==> config.mk <==
export PLATFORM = sky130hd
export DESIGN_NAME = modbus_analog_write_frame_core
export DESIGN_NICKNAME = d
export VERILOG_FILES = /design/src/rtl/mawf_pkg.sv /design/src/rtl/mawf_scale.sv /design/src/rtl/mawf_word.sv /design/src/rtl/mawf_ser.sv /design/src/rtl/modbus_analog_write_frame_core.sv
export SDC_FILE = /design/constraint.sdc
export NUM_CORES = 1
export LEC_CHECK = 0
export BUFFER_PORTS_ARGS = -buffer_cell sky130_fd_sc_hd__buf_2
export CAP_MARGIN = 0
export CORE_MARGIN = 2
export CORE_UTILIZATION = 57
export CTS_BUF_LIST = sky130_fd_sc_hd__clkbuf_2 sky130_fd_sc_hd__clkbuf_4 sky130_fd_sc_hd__clkbuf_8
export DETAILED_ROUTE_END_ITERATION = 8
export GPL_TIMING_DRIVEN = 0
export PLACE_DENSITY_LB_ADDON = 0.3
export SLEW_MARGIN = 20
export SYNTH_ARGS = -nofsm -noshare
export SYNTH_HDL_FRONTEND = slang
export SYNTH_SLANG_ARGS = --single-unit
==> constraint.sdc <==
create_clock -name clk -period 6.9 [get_ports clk]
set_clock_uncertainty 0.1 [all_clocks]
set_input_delay 0.345 -clock clk [delete_from_list [all_inputs] [get_ports clk]]
set_output_delay 0.345 -clock clk [all_outputs]
set_load 0.05 [all_outputs]
==> src/rtl/mawf_pkg.sv <==
// ----------------------------------------------------------------------------
// mawf_pkg
// shared types, constants and crc helpers for the modbus analog write framer
// ----------------------------------------------------------------------------
package mawf_pkg;

  localparam int unsigned FRAME_LEN = 8;

  localparam logic [7:0]  FUNC_WRITE_SINGLE = 8'h06;
  localparam logic [15:0] CRC_POLY          = 16'hA001;
  localparam logic [15:0] CRC_INIT          = 16'hFFFF;

  // register reset values
  localparam logic [7:0]  ADDR_RESET   = 8'd1;
  localparam logic [15:0] OFFSET_RESET = 16'd400;
  localparam logic [15:0] CLAMP_RESET  = 16'd1600;

  // divide by constant via reciprocal multiply, exact for 20-bit inputs
  localparam logic [19:0] DIV10_MULT  = 20'd838861;   // ceil(2^23 / 10)
  localparam int unsigned DIV10_SHIFT = 23;
  localparam logic [19:0] DIV100_MULT = 20'd671089;   // ceil(2^26 / 100)
  localparam int unsigned DIV100_SHIFT = 26;

  typedef enum logic [1:0] {
    REG_SLAVE_ADDRESS = 2'd0,
    REG_OUTPUT_OFFSET = 2'd1,
    REG_CLAMP_LIMIT   = 2'd2,
    REG_UNUSED        = 2'd3
  } reg_index_t;

  typedef enum logic [1:0] {
    CH_COD = 2'd0,
    CH_BOD = 2'd1,
    CH_TP  = 2'd2,
    CH_TN  = 2'd3
  } chan_t;

  typedef struct packed {
    chan_t       chan;
    logic [19:0] scaled;
    logic [15:0] crc;
  } scaled_t;

  typedef struct packed {
    chan_t       chan;
    logic [15:0] word;
    logic [15:0] crc;
  } word_t;

  // crc-16/modbus table entry, eight shift steps
  function automatic logic [15:0] crc_tab(input logic [7:0] idx);
    logic [15:0] c;
    c = {8'h00, idx};
    for (int b = 0; b < 8; b++) begin
      c = c[0] ? ((c >> 1) ^ CRC_POLY) : (c >> 1);
    end
    return c;
  endfunction

  // one byte through the reflected crc
  function automatic logic [15:0] crc_byte(input logic [15:0] crc, input logic [7:0] data);
    logic [15:0] t;
    t = crc_tab(crc[7:0] ^ data);
    return (crc >> 8) ^ t;
  endfunction

endpackage

==> src/rtl/mawf_scale.sv <==
// ----------------------------------------------------------------------------
// mawf_scale
// three-stage pipe: input register, reciprocal multiply, scale select
// ----------------------------------------------------------------------------
module mawf_scale import mawf_pkg::*; (
  input  logic        clk,
  input  logic        rst,
  input  logic [7:0]  slave_address,
  input  logic        in_valid,
  output logic        in_ready,
  input  chan_t       in_chan,
  input  logic [19:0] in_centi,
  output logic        out_valid,
  input  logic        out_ready,
  output scaled_t     out_data
);

  logic        v1, v2, v3;
  logic        rdy1, rdy2, rdy3;
  chan_t       chan1, chan2;
  logic [19:0] centi1, centi2;
  logic [16:0] q10;
  logic [13:0] q100;
  logic [15:0] crc2;
  logic [39:0] prod10, prod100;
  logic [19:0] scaled_next;

  assign rdy3     = !v3 || out_ready;
  assign rdy2     = !v2 || rdy3;
  assign rdy1     = !v1 || rdy2;
  assign in_ready = rdy1;

  assign prod10  = 40'(centi1) * 40'(DIV10_MULT);
  assign prod100 = 40'(centi1) * 40'(DIV100_MULT);

  always_comb begin
    unique case (chan2)
      CH_TP:   scaled_next = centi2;
      CH_TN:   scaled_next = {3'b000, q10};
      default: scaled_next = {6'b000000, q100};
    endcase
  end

  always_ff @(posedge clk) begin
    if (rst) begin
      v1 <= 1'b0;
      v2 <= 1'b0;
      v3 <= 1'b0;
    end else begin
      if (rdy1) v1 <= in_valid;
      if (rdy2) v2 <= v1;
      if (rdy3) v3 <= v2;
    end
    if (rdy1 && in_valid) begin
      chan1  <= in_chan;
      centi1 <= in_centi;
    end
    if (rdy2 && v1) begin
      chan2  <= chan1;
      centi2 <= centi1;
      q10    <= prod10[DIV10_SHIFT +: 17];
      q100   <= prod100[DIV100_SHIFT +: 14];
      crc2   <= crc_byte(crc_byte(CRC_INIT, slave_address), FUNC_WRITE_SINGLE);
    end
    if (rdy3 && v2) begin
      out_data.chan   <= chan2;
      out_data.scaled <= scaled_next;
      out_data.crc    <= crc_byte(crc_byte(crc2, 8'h00), {6'b000000, chan2});
    end
  end

  assign out_valid = v3;

endmodule

==> src/rtl/mawf_word.sv <==
// ----------------------------------------------------------------------------
// mawf_word
// clamp or offset the scaled reading into the 16-bit register value
// ----------------------------------------------------------------------------
module mawf_word import mawf_pkg::*; (
  input  logic        clk,
  input  logic        rst,
  input  logic [15:0] output_offset,
  input  logic [15:0] clamp_limit,
  input  logic        in_valid,
  output logic        in_ready,
  input  scaled_t     in_data,
  output logic        out_valid,
  input  logic        out_ready,
  output word_t       out_data
);

  logic        v;
  logic [15:0] word_next;

  assign in_ready = !v || out_ready;

  always_comb begin
    if (in_data.scaled < {4'b0000, clamp_limit}) begin
      word_next = in_data.scaled[15:0] + output_offset;
    end else begin
      word_next = clamp_limit;
    end
  end

  always_ff @(posedge clk) begin
    if (rst) begin
      v <= 1'b0;
    end else if (in_ready) begin
      v <= in_valid;
    end
    if (in_ready && in_valid) begin
      out_data.chan <= in_data.chan;
      out_data.word <= word_next;
      out_data.crc  <= in_data.crc;
    end
  end

  assign out_valid = v;

endmodule

==> src/rtl/mawf_ser.sv <==
// ----------------------------------------------------------------------------
// mawf_ser
// finish the crc, hold the eight-byte frame, send a byte a cycle when ready
// ----------------------------------------------------------------------------
module mawf_ser import mawf_pkg::*; (
  input  logic        clk,
  input  logic        rst,
  input  logic [7:0]  slave_address,
  input  logic        in_valid,
  output logic        in_ready,
  input  word_t       in_data,
  output logic        out_valid,
  input  logic        out_ready,
  output logic [7:0]  out_byte,
  output logic        out_last
);

  localparam int unsigned CNT_W = $clog2(FRAME_LEN);

  logic             fv;
  logic [CNT_W-1:0] cnt;
  logic [8*FRAME_LEN-1:0] frame;
  logic [15:0]      crc_fin;
  logic             take;

  assign out_last  = (cnt == CNT_W'(FRAME_LEN - 1));
  assign take      = fv && out_ready;
  assign in_ready  = !fv || (take && out_last);
  assign out_valid = fv;
  assign out_byte  = frame[{cnt, 3'b000} +: 8];

  assign crc_fin = crc_byte(crc_byte(in_data.crc, in_data.word[15:8]), in_data.word[7:0]);

  always_ff @(posedge clk) begin
    if (rst) begin
      fv  <= 1'b0;
      cnt <= '0;
    end else if (in_ready && in_valid) begin
      fv  <= 1'b1;
      cnt <= '0;
    end else if (take) begin
      if (out_last) fv <= 1'b0;
      cnt <= cnt + CNT_W'(1);
    end
    if (in_ready && in_valid) begin
      frame <= {crc_fin[15:8], crc_fin[7:0], in_data.word[7:0], in_data.word[15:8],
                {6'b000000, in_data.chan}, 8'h00, FUNC_WRITE_SINGLE, slave_address};
    end
  end

endmodule

==> src/rtl/modbus_analog_write_frame_core.sv <==
// ----------------------------------------------------------------------------
// modbus_analog_write_frame_core
// builds a modbus rtu write-single-register frame from a scaled reading
// ----------------------------------------------------------------------------
// a request passes the three scale registers and the word register into the
// serializer frame, which loads the next frame only as the last byte is taken;
// the input side keeps taking requests into the 4-deep pipe while a frame drains
// reset: pipe and serializer empty, slave_address 1, offset 400, clamp 1600
module modbus_analog_write_frame_core import mawf_pkg::*; (
  input  logic        clk,
  input  logic        rst,
  // request stream
  input  logic        s_axis_tvalid,
  output logic        s_axis_tready,
  input  logic [23:0] s_axis_tdata,   // [19:0] value_centi, [23:20] zero pad
  input  logic [1:0]  s_axis_tuser,   // [1:0] channel
  // frame byte stream
  output logic        m_axis_tvalid,
  input  logic        m_axis_tready,
  output logic [7:0]  m_axis_tdata,   // [7:0] frame_byte
  output logic        m_axis_tlast,   // last_byte
  // register writes
  input  logic        cfg_valid,
  output logic        cfg_ready,
  input  logic [1:0]  cfg_index,
  input  logic [15:0] cfg_data
);

  logic [7:0]  slave_address;
  logic [15:0] output_offset;
  logic [15:0] clamp_limit;

  logic    sc_valid, sc_ready;
  scaled_t sc_data;
  logic    wd_valid, wd_ready;
  word_t   wd_data;

  // register file, writes always taken; the index past the list is dropped
  assign cfg_ready = 1'b1;

  always_ff @(posedge clk) begin
    if (rst) begin
      slave_address <= ADDR_RESET;
      output_offset <= OFFSET_RESET;
      clamp_limit   <= CLAMP_RESET;
    end else if (cfg_valid && cfg_ready) begin
      unique case (reg_index_t'(cfg_index))
        REG_SLAVE_ADDRESS: slave_address <= cfg_data[7:0];
        REG_OUTPUT_OFFSET: output_offset <= cfg_data;
        REG_CLAMP_LIMIT:   clamp_limit   <= cfg_data;
        default: ;
      endcase
    end
  end

  // input register, reciprocal divide by 10 and 100, scale select,
  // crc over the address, function, register bytes
  mawf_scale u_scale (
    .clk           (clk),
    .rst           (rst),
    .slave_address (slave_address),
    .in_valid      (s_axis_tvalid),
    .in_ready      (s_axis_tready),
    .in_chan       (chan_t'(s_axis_tuser)),
    .in_centi      (s_axis_tdata[19:0]),
    .out_valid     (sc_valid),
    .out_ready     (sc_ready),
    .out_data      (sc_data)
  );

  // clamp at the limit, otherwise add the offset with 16-bit wrap
  mawf_word u_word (
    .clk           (clk),
    .rst           (rst),
    .output_offset (output_offset),
    .clamp_limit   (clamp_limit),
    .in_valid      (sc_valid),
    .in_ready      (sc_ready),
    .in_data       (sc_data),
    .out_valid     (wd_valid),
    .out_ready     (wd_ready),
    .out_data      (wd_data)
  );

  // crc over the value bytes, frame hold, byte-wide shift out
  mawf_ser u_ser (
    .clk           (clk),
    .rst           (rst),
    .slave_address (slave_address),
    .in_valid      (wd_valid),
    .in_ready      (wd_ready),
    .in_data       (wd_data),
    .out_valid     (m_axis_tvalid),
    .out_ready     (m_axis_tready),
    .out_byte      (m_axis_tdata),
    .out_last      (m_axis_tlast)
  );

endmodule
Yosys cells after proc, flatten, opt, wreduce, memory -nomap -nowiden
Index checks and enable logic that the tools add are counted.

storage, ports and cells
  register bits = 253
  bits in latches = 0
  bits in writable memories = 0
  memory bits (read-only) = 0
  bits of input ports = 49
  output and inout bits = 12
  logic and storage cells = 171
  memories = 0

operators by class
  $add $sub $neg = 2
  $mul = 2
  div/mod/pow operators = 0
  $lt $le $gt $ge = 1
  equal/unequal tests = 5
  shift operators = 1
  muxes and demuxes = 53
  bitwise logic cells = 59
  reduce and logical (&&, ||, !) cells = 25

operator list
  cell                                                                   number
  16-bit 2-to-1 mux                                                      49
  2-bit inverter with 3-bit output                                       42
  20-bit by 20-bit multiplier with 40-bit output, second input constant  2
  8-bit by 16-bit bitwise XOR with 16-bit output                         5
  64-bit by 7-bit indexed part select with 8-bit output                  1
  20-bit case mux with 2 select lines                                    1
  20-bit by 16-bit less-than comparator with 1-bit output                1
  1-bit inverter with 3-bit output                                       6
  16-bit adder                                                           1
  8-bit inverter                                                         2
  8-bit bitwise XOR                                                      2
  2-bit AND reduction                                                    4
  8-bit by 2-bit bitwise XOR with 8-bit output                           1
  1-bit logical AND                                                      7
  2-bit == test, second input constant                                   3
  1-bit logical NOT                                                      5
  1-bit logical OR                                                       5
  2-bit nonzero test                                                     2
  3-bit by 1-bit adder with 3-bit output, second input constant          1
  3-bit == test, second input constant                                   1
  1-bit 2-to-1 mux                                                       3
  2-bit by 1-bit == test with 1-bit output, second input constant        1
  2-bit logical NOT                                                      1
  2-bit inverter                                                         1
  2-bit OR reduction                                                     1

Depth between registers and ports, before layout
  depth in word-level cells = 36
  depth in mapped cells = 24
  mapped depth without buffers = 23

Hierarchy
A second synthesis with hierarchy kept.

unflattened totals
  cell total of the unflattened synthesis = 2136
  area total of the unflattened synthesis = 24679.9 µm²

modules (own cells, without submodules)
  module                          instances  cells an instance  area an instance (µm²)  seq. area each (µm²)
  mawf_scale                      1          1620               18398.9                 3783.6
  mawf_word                       1          212                2378.5                  1041.0
  mawf_ser                        1          143                2220.9                  1341.3
  modbus_analog_write_frame_core  1          161                1681.6                  800.8

Worst setup path after synthesis
OpenSTA, ideal clock, no wires.

  kind = flip-flop to flip-flop
  from = register u_scale.centi1[8]
  to = register u_scale.q10[15] (data pin)
  setup time = 258 ps
  arrival = 5843 ps
  data required time = 6542 ps
  path slack = 700 ps
  stages on the path, launching flop included = 25
  buffers on the path = 1
  period minus slack after synthesis = 6200 ps
  path through = edfxtp_1 -> ha_1 -> clkbuf_1 -> xor2_1 -> ha_1 -> a21o_1 -> ha_1 -> inv_1 -> fa_1 -> fa_1 -> inv_1 -> fa_1 -> inv_1 -> fa_1 -> inv_1 -> ha_1 -> nand3_1 -> a2111oi_0 -> o21ai_1 -> a21oi_1 -> nor2_2 -> a311o_1 -> or3b_1 -> a21oi_2 -> xnor2_1

between the ends
  longest elaborated chain between the ends = 1

RTL lines
  item                                            RTL line          text
  start, declared                                 mawf_scale.sv:21  logic [19:0] centi1, centi2;
  start signal, assigned                          mawf_scale.sv:56  centi1 <= in_centi;
  20-bit by 20-bit multiplier with 40-bit output  mawf_scale.sv:33  assign prod10 = 40'(centi1) * 40'(DIV10_MULT);
  via u_scale.prod10[38]                          mawf_scale.sv:25  logic [39:0] prod10, prod100;
  end signal, assigned                            mawf_scale.sv:61  q10 <= prod10[DIV10_SHIFT +: 17];
  end, declared                                   mawf_scale.sv:22  logic [16:0] q10;

The timed path passes the listed nets, and every way through them passes these cells.
A chain may end at the register's enable or synchronous reset.

Final worst setup path
  from = register u_scale.centi1[6]
  to = register u_scale.q10[15] (data pin)

The elaborated chain is that of the path after synthesis.

==> results.json <==
{
  "status": "completed",
  "ys_seq_area_share_pct": 28.77,
  "rows": 75,
  "fp.dieH_um": 209.7,
  "startpoint_type": "register",
  "grt_max_degree": 31,
  "fmax_mhz": 148.7,
  "ys_ff_latch": 247,
  "core_mm2": 0.04185,
  "gp_routability_congestion": 0.9467,
  "cts_tree": "yes",
  "tightest_slew_ns": 0.9471,
  "drc": 0,
  "synthesis.area_mm2": 0.02411,
  "cp-end-kind": "register",
  "htreeDepth": 2,
  "synth.top_cell.area_share_pct": 24.78,
  "synth_largest_area_cell": "edfxtp_1",
  "synthFlopType": "edfxtp_1",
  "place_inst": 2721,
  "root_buffer": "clkbuf_8",
  "hold_viol_final": 0,
  "yosys_warnings": 0,
  "final_nets": 3071,
  "path_max_fanout": 8,
  "multi_input_area_mm2": 0.01544,
  "antenna_cells": 0,
  "die_area_mm2": 0.04397,
  "via_per_inst": 5.451,
  "ant_nets": 0,
  "grt_pass1_vias": 17030,
  "drv_slew": 0,
  "synth.distinct_cells": 72,
  "fillers": 3243,
  "required_ns": 7.06,
  "syn_avg_cell_area_um2": 11.36,
  "max_slew_margin_pct": 35.23,
  "vias": 15730,
  "grt_usage_pct": 26.86,
  "portBuffers": 54,
  "place_hpwl_um": 43660,
  "yosysMostFrequentCell": "inv_1",
  "clkLatencyLatePin_ns": 0.55,
  "cts_buffers": 35,
  "dr.pass1.iters": 6,
  "die_width_um": 209.7,
  "timing.hold.ws_ns": 0.2083,
  "async_reset_ff_share_pct": 0,
  "seq_area_mm2": 0.006937,
  "final_cell_area_mm2": 0.02712,
  "setup_tns_ns": 0,
  "grt_overflow": 0,
  "placed_area_mm2": 0.02525,
  "synthTopCellsByArea": "edfxtp_1, fa_1, ha_1",
  "worstHoldPathType": "input pin to register",
  "drt-wirelength-per-cell_um": 19.51,
  "clk_pin_slew_worst_paths_ns": 0.07,
  "layout.cells.non_filler": 2886,
  "finalCriticalPeriod_ns": 6.726,
  "cap_violations": 0,
  "drtIter0Drc": 711,
  "synth-edff-count": 199,
  "clock-sinks": 247,
  "start_util_pct": 57.62,
  "antenna_found_initial": 0,
  "final_layout_size_suffix_gt1_share_pct": 10.06,
  "grt_pass1_wl_um": 90460,
  "clockBufferDepth": 3,
  "syn2layout_area_growth_pct": 12.46,
  "routed_wl_um": 56310,
  "ioPinCount": 61,
  "finalCritPeriodShare_pct": 97.48,
  "setup_viol": 0,
  "synth_common_cells": "inv_1, ha_1, fa_1",
  "arrival_ns": 6.89,
  "netlist_instances": 2122,
  "path_class": "register to register",
  "synth_nets": 2873
}
through the flow:
stage	util [%]	setup slack, ns
floorplan	-	0.6998
global placement	59.87	-0.7122
detailed placement	60.32	-0.8189
CTS	64.59	0.01617
global route	64.80	-0.09866
finish	64.80	0.1740
worst max-delay path: stages (launching register included):
cell      delay, ns
edfxtp_1       0.58
ha_2           0.36
clkbuf_2       0.27
xor2_1         0.21
ha_1           0.33
fa_1           0.46
fa_1           0.49
inv_1          0.05
fa_1           0.47
inv_1          0.05
fa_1           0.44
ha_1           0.29
ha_1           0.36
a21o_1         0.18
a21o_1         0.17
a21oi_1        0.31
nand2_1        0.09
a21boi_0       0.30
a311o_1        0.23
or3b_1         0.42
a21oi_2        0.18
xnor2_1        0.10
kinds of logic after synthesis:
kind of cell	after synthesis	share of synthesized area (%)
adders and majority gates	702	44.86
buffers and inverters	500	7.835
and+or+nand+nor	252	4.929
DFF	247	28.77
AOI/OAI and AO/OA	219	5.848
xor gates and xnor gates	144	5.287
muxes	56	2.444
other	2	0.03114
state kept, by name (all words and copies together), names as in the netlist:
signal / flops
clamp_limit: 16
output_offset: 16
slave_address: 8
u_scale.centi1: 20
u_scale.centi2: 20
u_scale.chan1: 2
u_scale.chan2: 2
u_scale.crc2: 12
u_scale.out_data: 37
u_scale.out_valid: 1
u_scale.q10: 17
u_scale.q100: 14
u_scale.v1: 1
u_scale.v2: 1
u_ser.cnt: 3
u_ser.frame: 42
u_ser.out_valid: 1
u_word.out_data: 33
u_word.out_valid: 1
layout make-up:
type	count	area share [%]
buffer	29	0.4567
clock buffer	47	2.178
clock inverter	17	0.7428
inverter	470	6.505
multi-input combinational	1375	56.95
sequential	247	25.58
tap	539	2.487
timing repair buffer	162	5.107
final timing paths:
path	from	cells after the start	slack, ns	to
max	u_scale.centi1[6]	21	0.17	u_scale.q10[15]
min	cfg_valid	4	0.21	clamp_limit[1]
max reg2reg	u_scale.centi1[6]	21	0.17	u_scale.q10[15]
min reg2reg	u_scale.out_data[10]	0	0.32	u_word.out_data[10]
metal layers:
metal / track usage (%) / vias up / routed length [um]
met5: 0 / - / 0
met4: 13.08 / 0 / 2963
met3: 2.439 / 151 / 2372
met2: 47.99 / 442 / 28630
met1: 32.80 / 7777 / 22340
li1: - / 7361 / -
what timing repair did:
action,CTS,global route
gates resized for setup,9,19
setup endpoints to repair,31,18
pin swaps,0,5
cloned,0,0
hold buffers,40,0
setup buffers,62,0
endpoints found under the hold margin,59,0
placed cells by master (no fill, tap or decap), types with 10 or more instances in the layout:
| master | instances |
|---|---|
| a21o_1 | 22 |
| a21oi_1 | 94 |
| and2_1 | 20 |
| buf_2 | 55 |
| buf_4 | 54 |
| clkbuf_1 | 20 |
| clkbuf_8 | 38 |
| dfxtp_1 | 48 |
| dlygate4sd3_1 | 40 |
| edfxtp_1 | 199 |
| fa_1 | 271 |
| ha_1 | 424 |
| inv_1 | 469 |
| mux2i_1 | 51 |
| nand2_1 | 87 |
| nand3_1 | 10 |
| nor2_1 | 71 |
| o21ai_0 | 28 |
| xnor2_1 | 65 |
| xor2_1 | 77 |
Power is left out: the tool's default activity adds up to more than one toggle a clock period on the data nets, which glitch-free logic cannot reach.
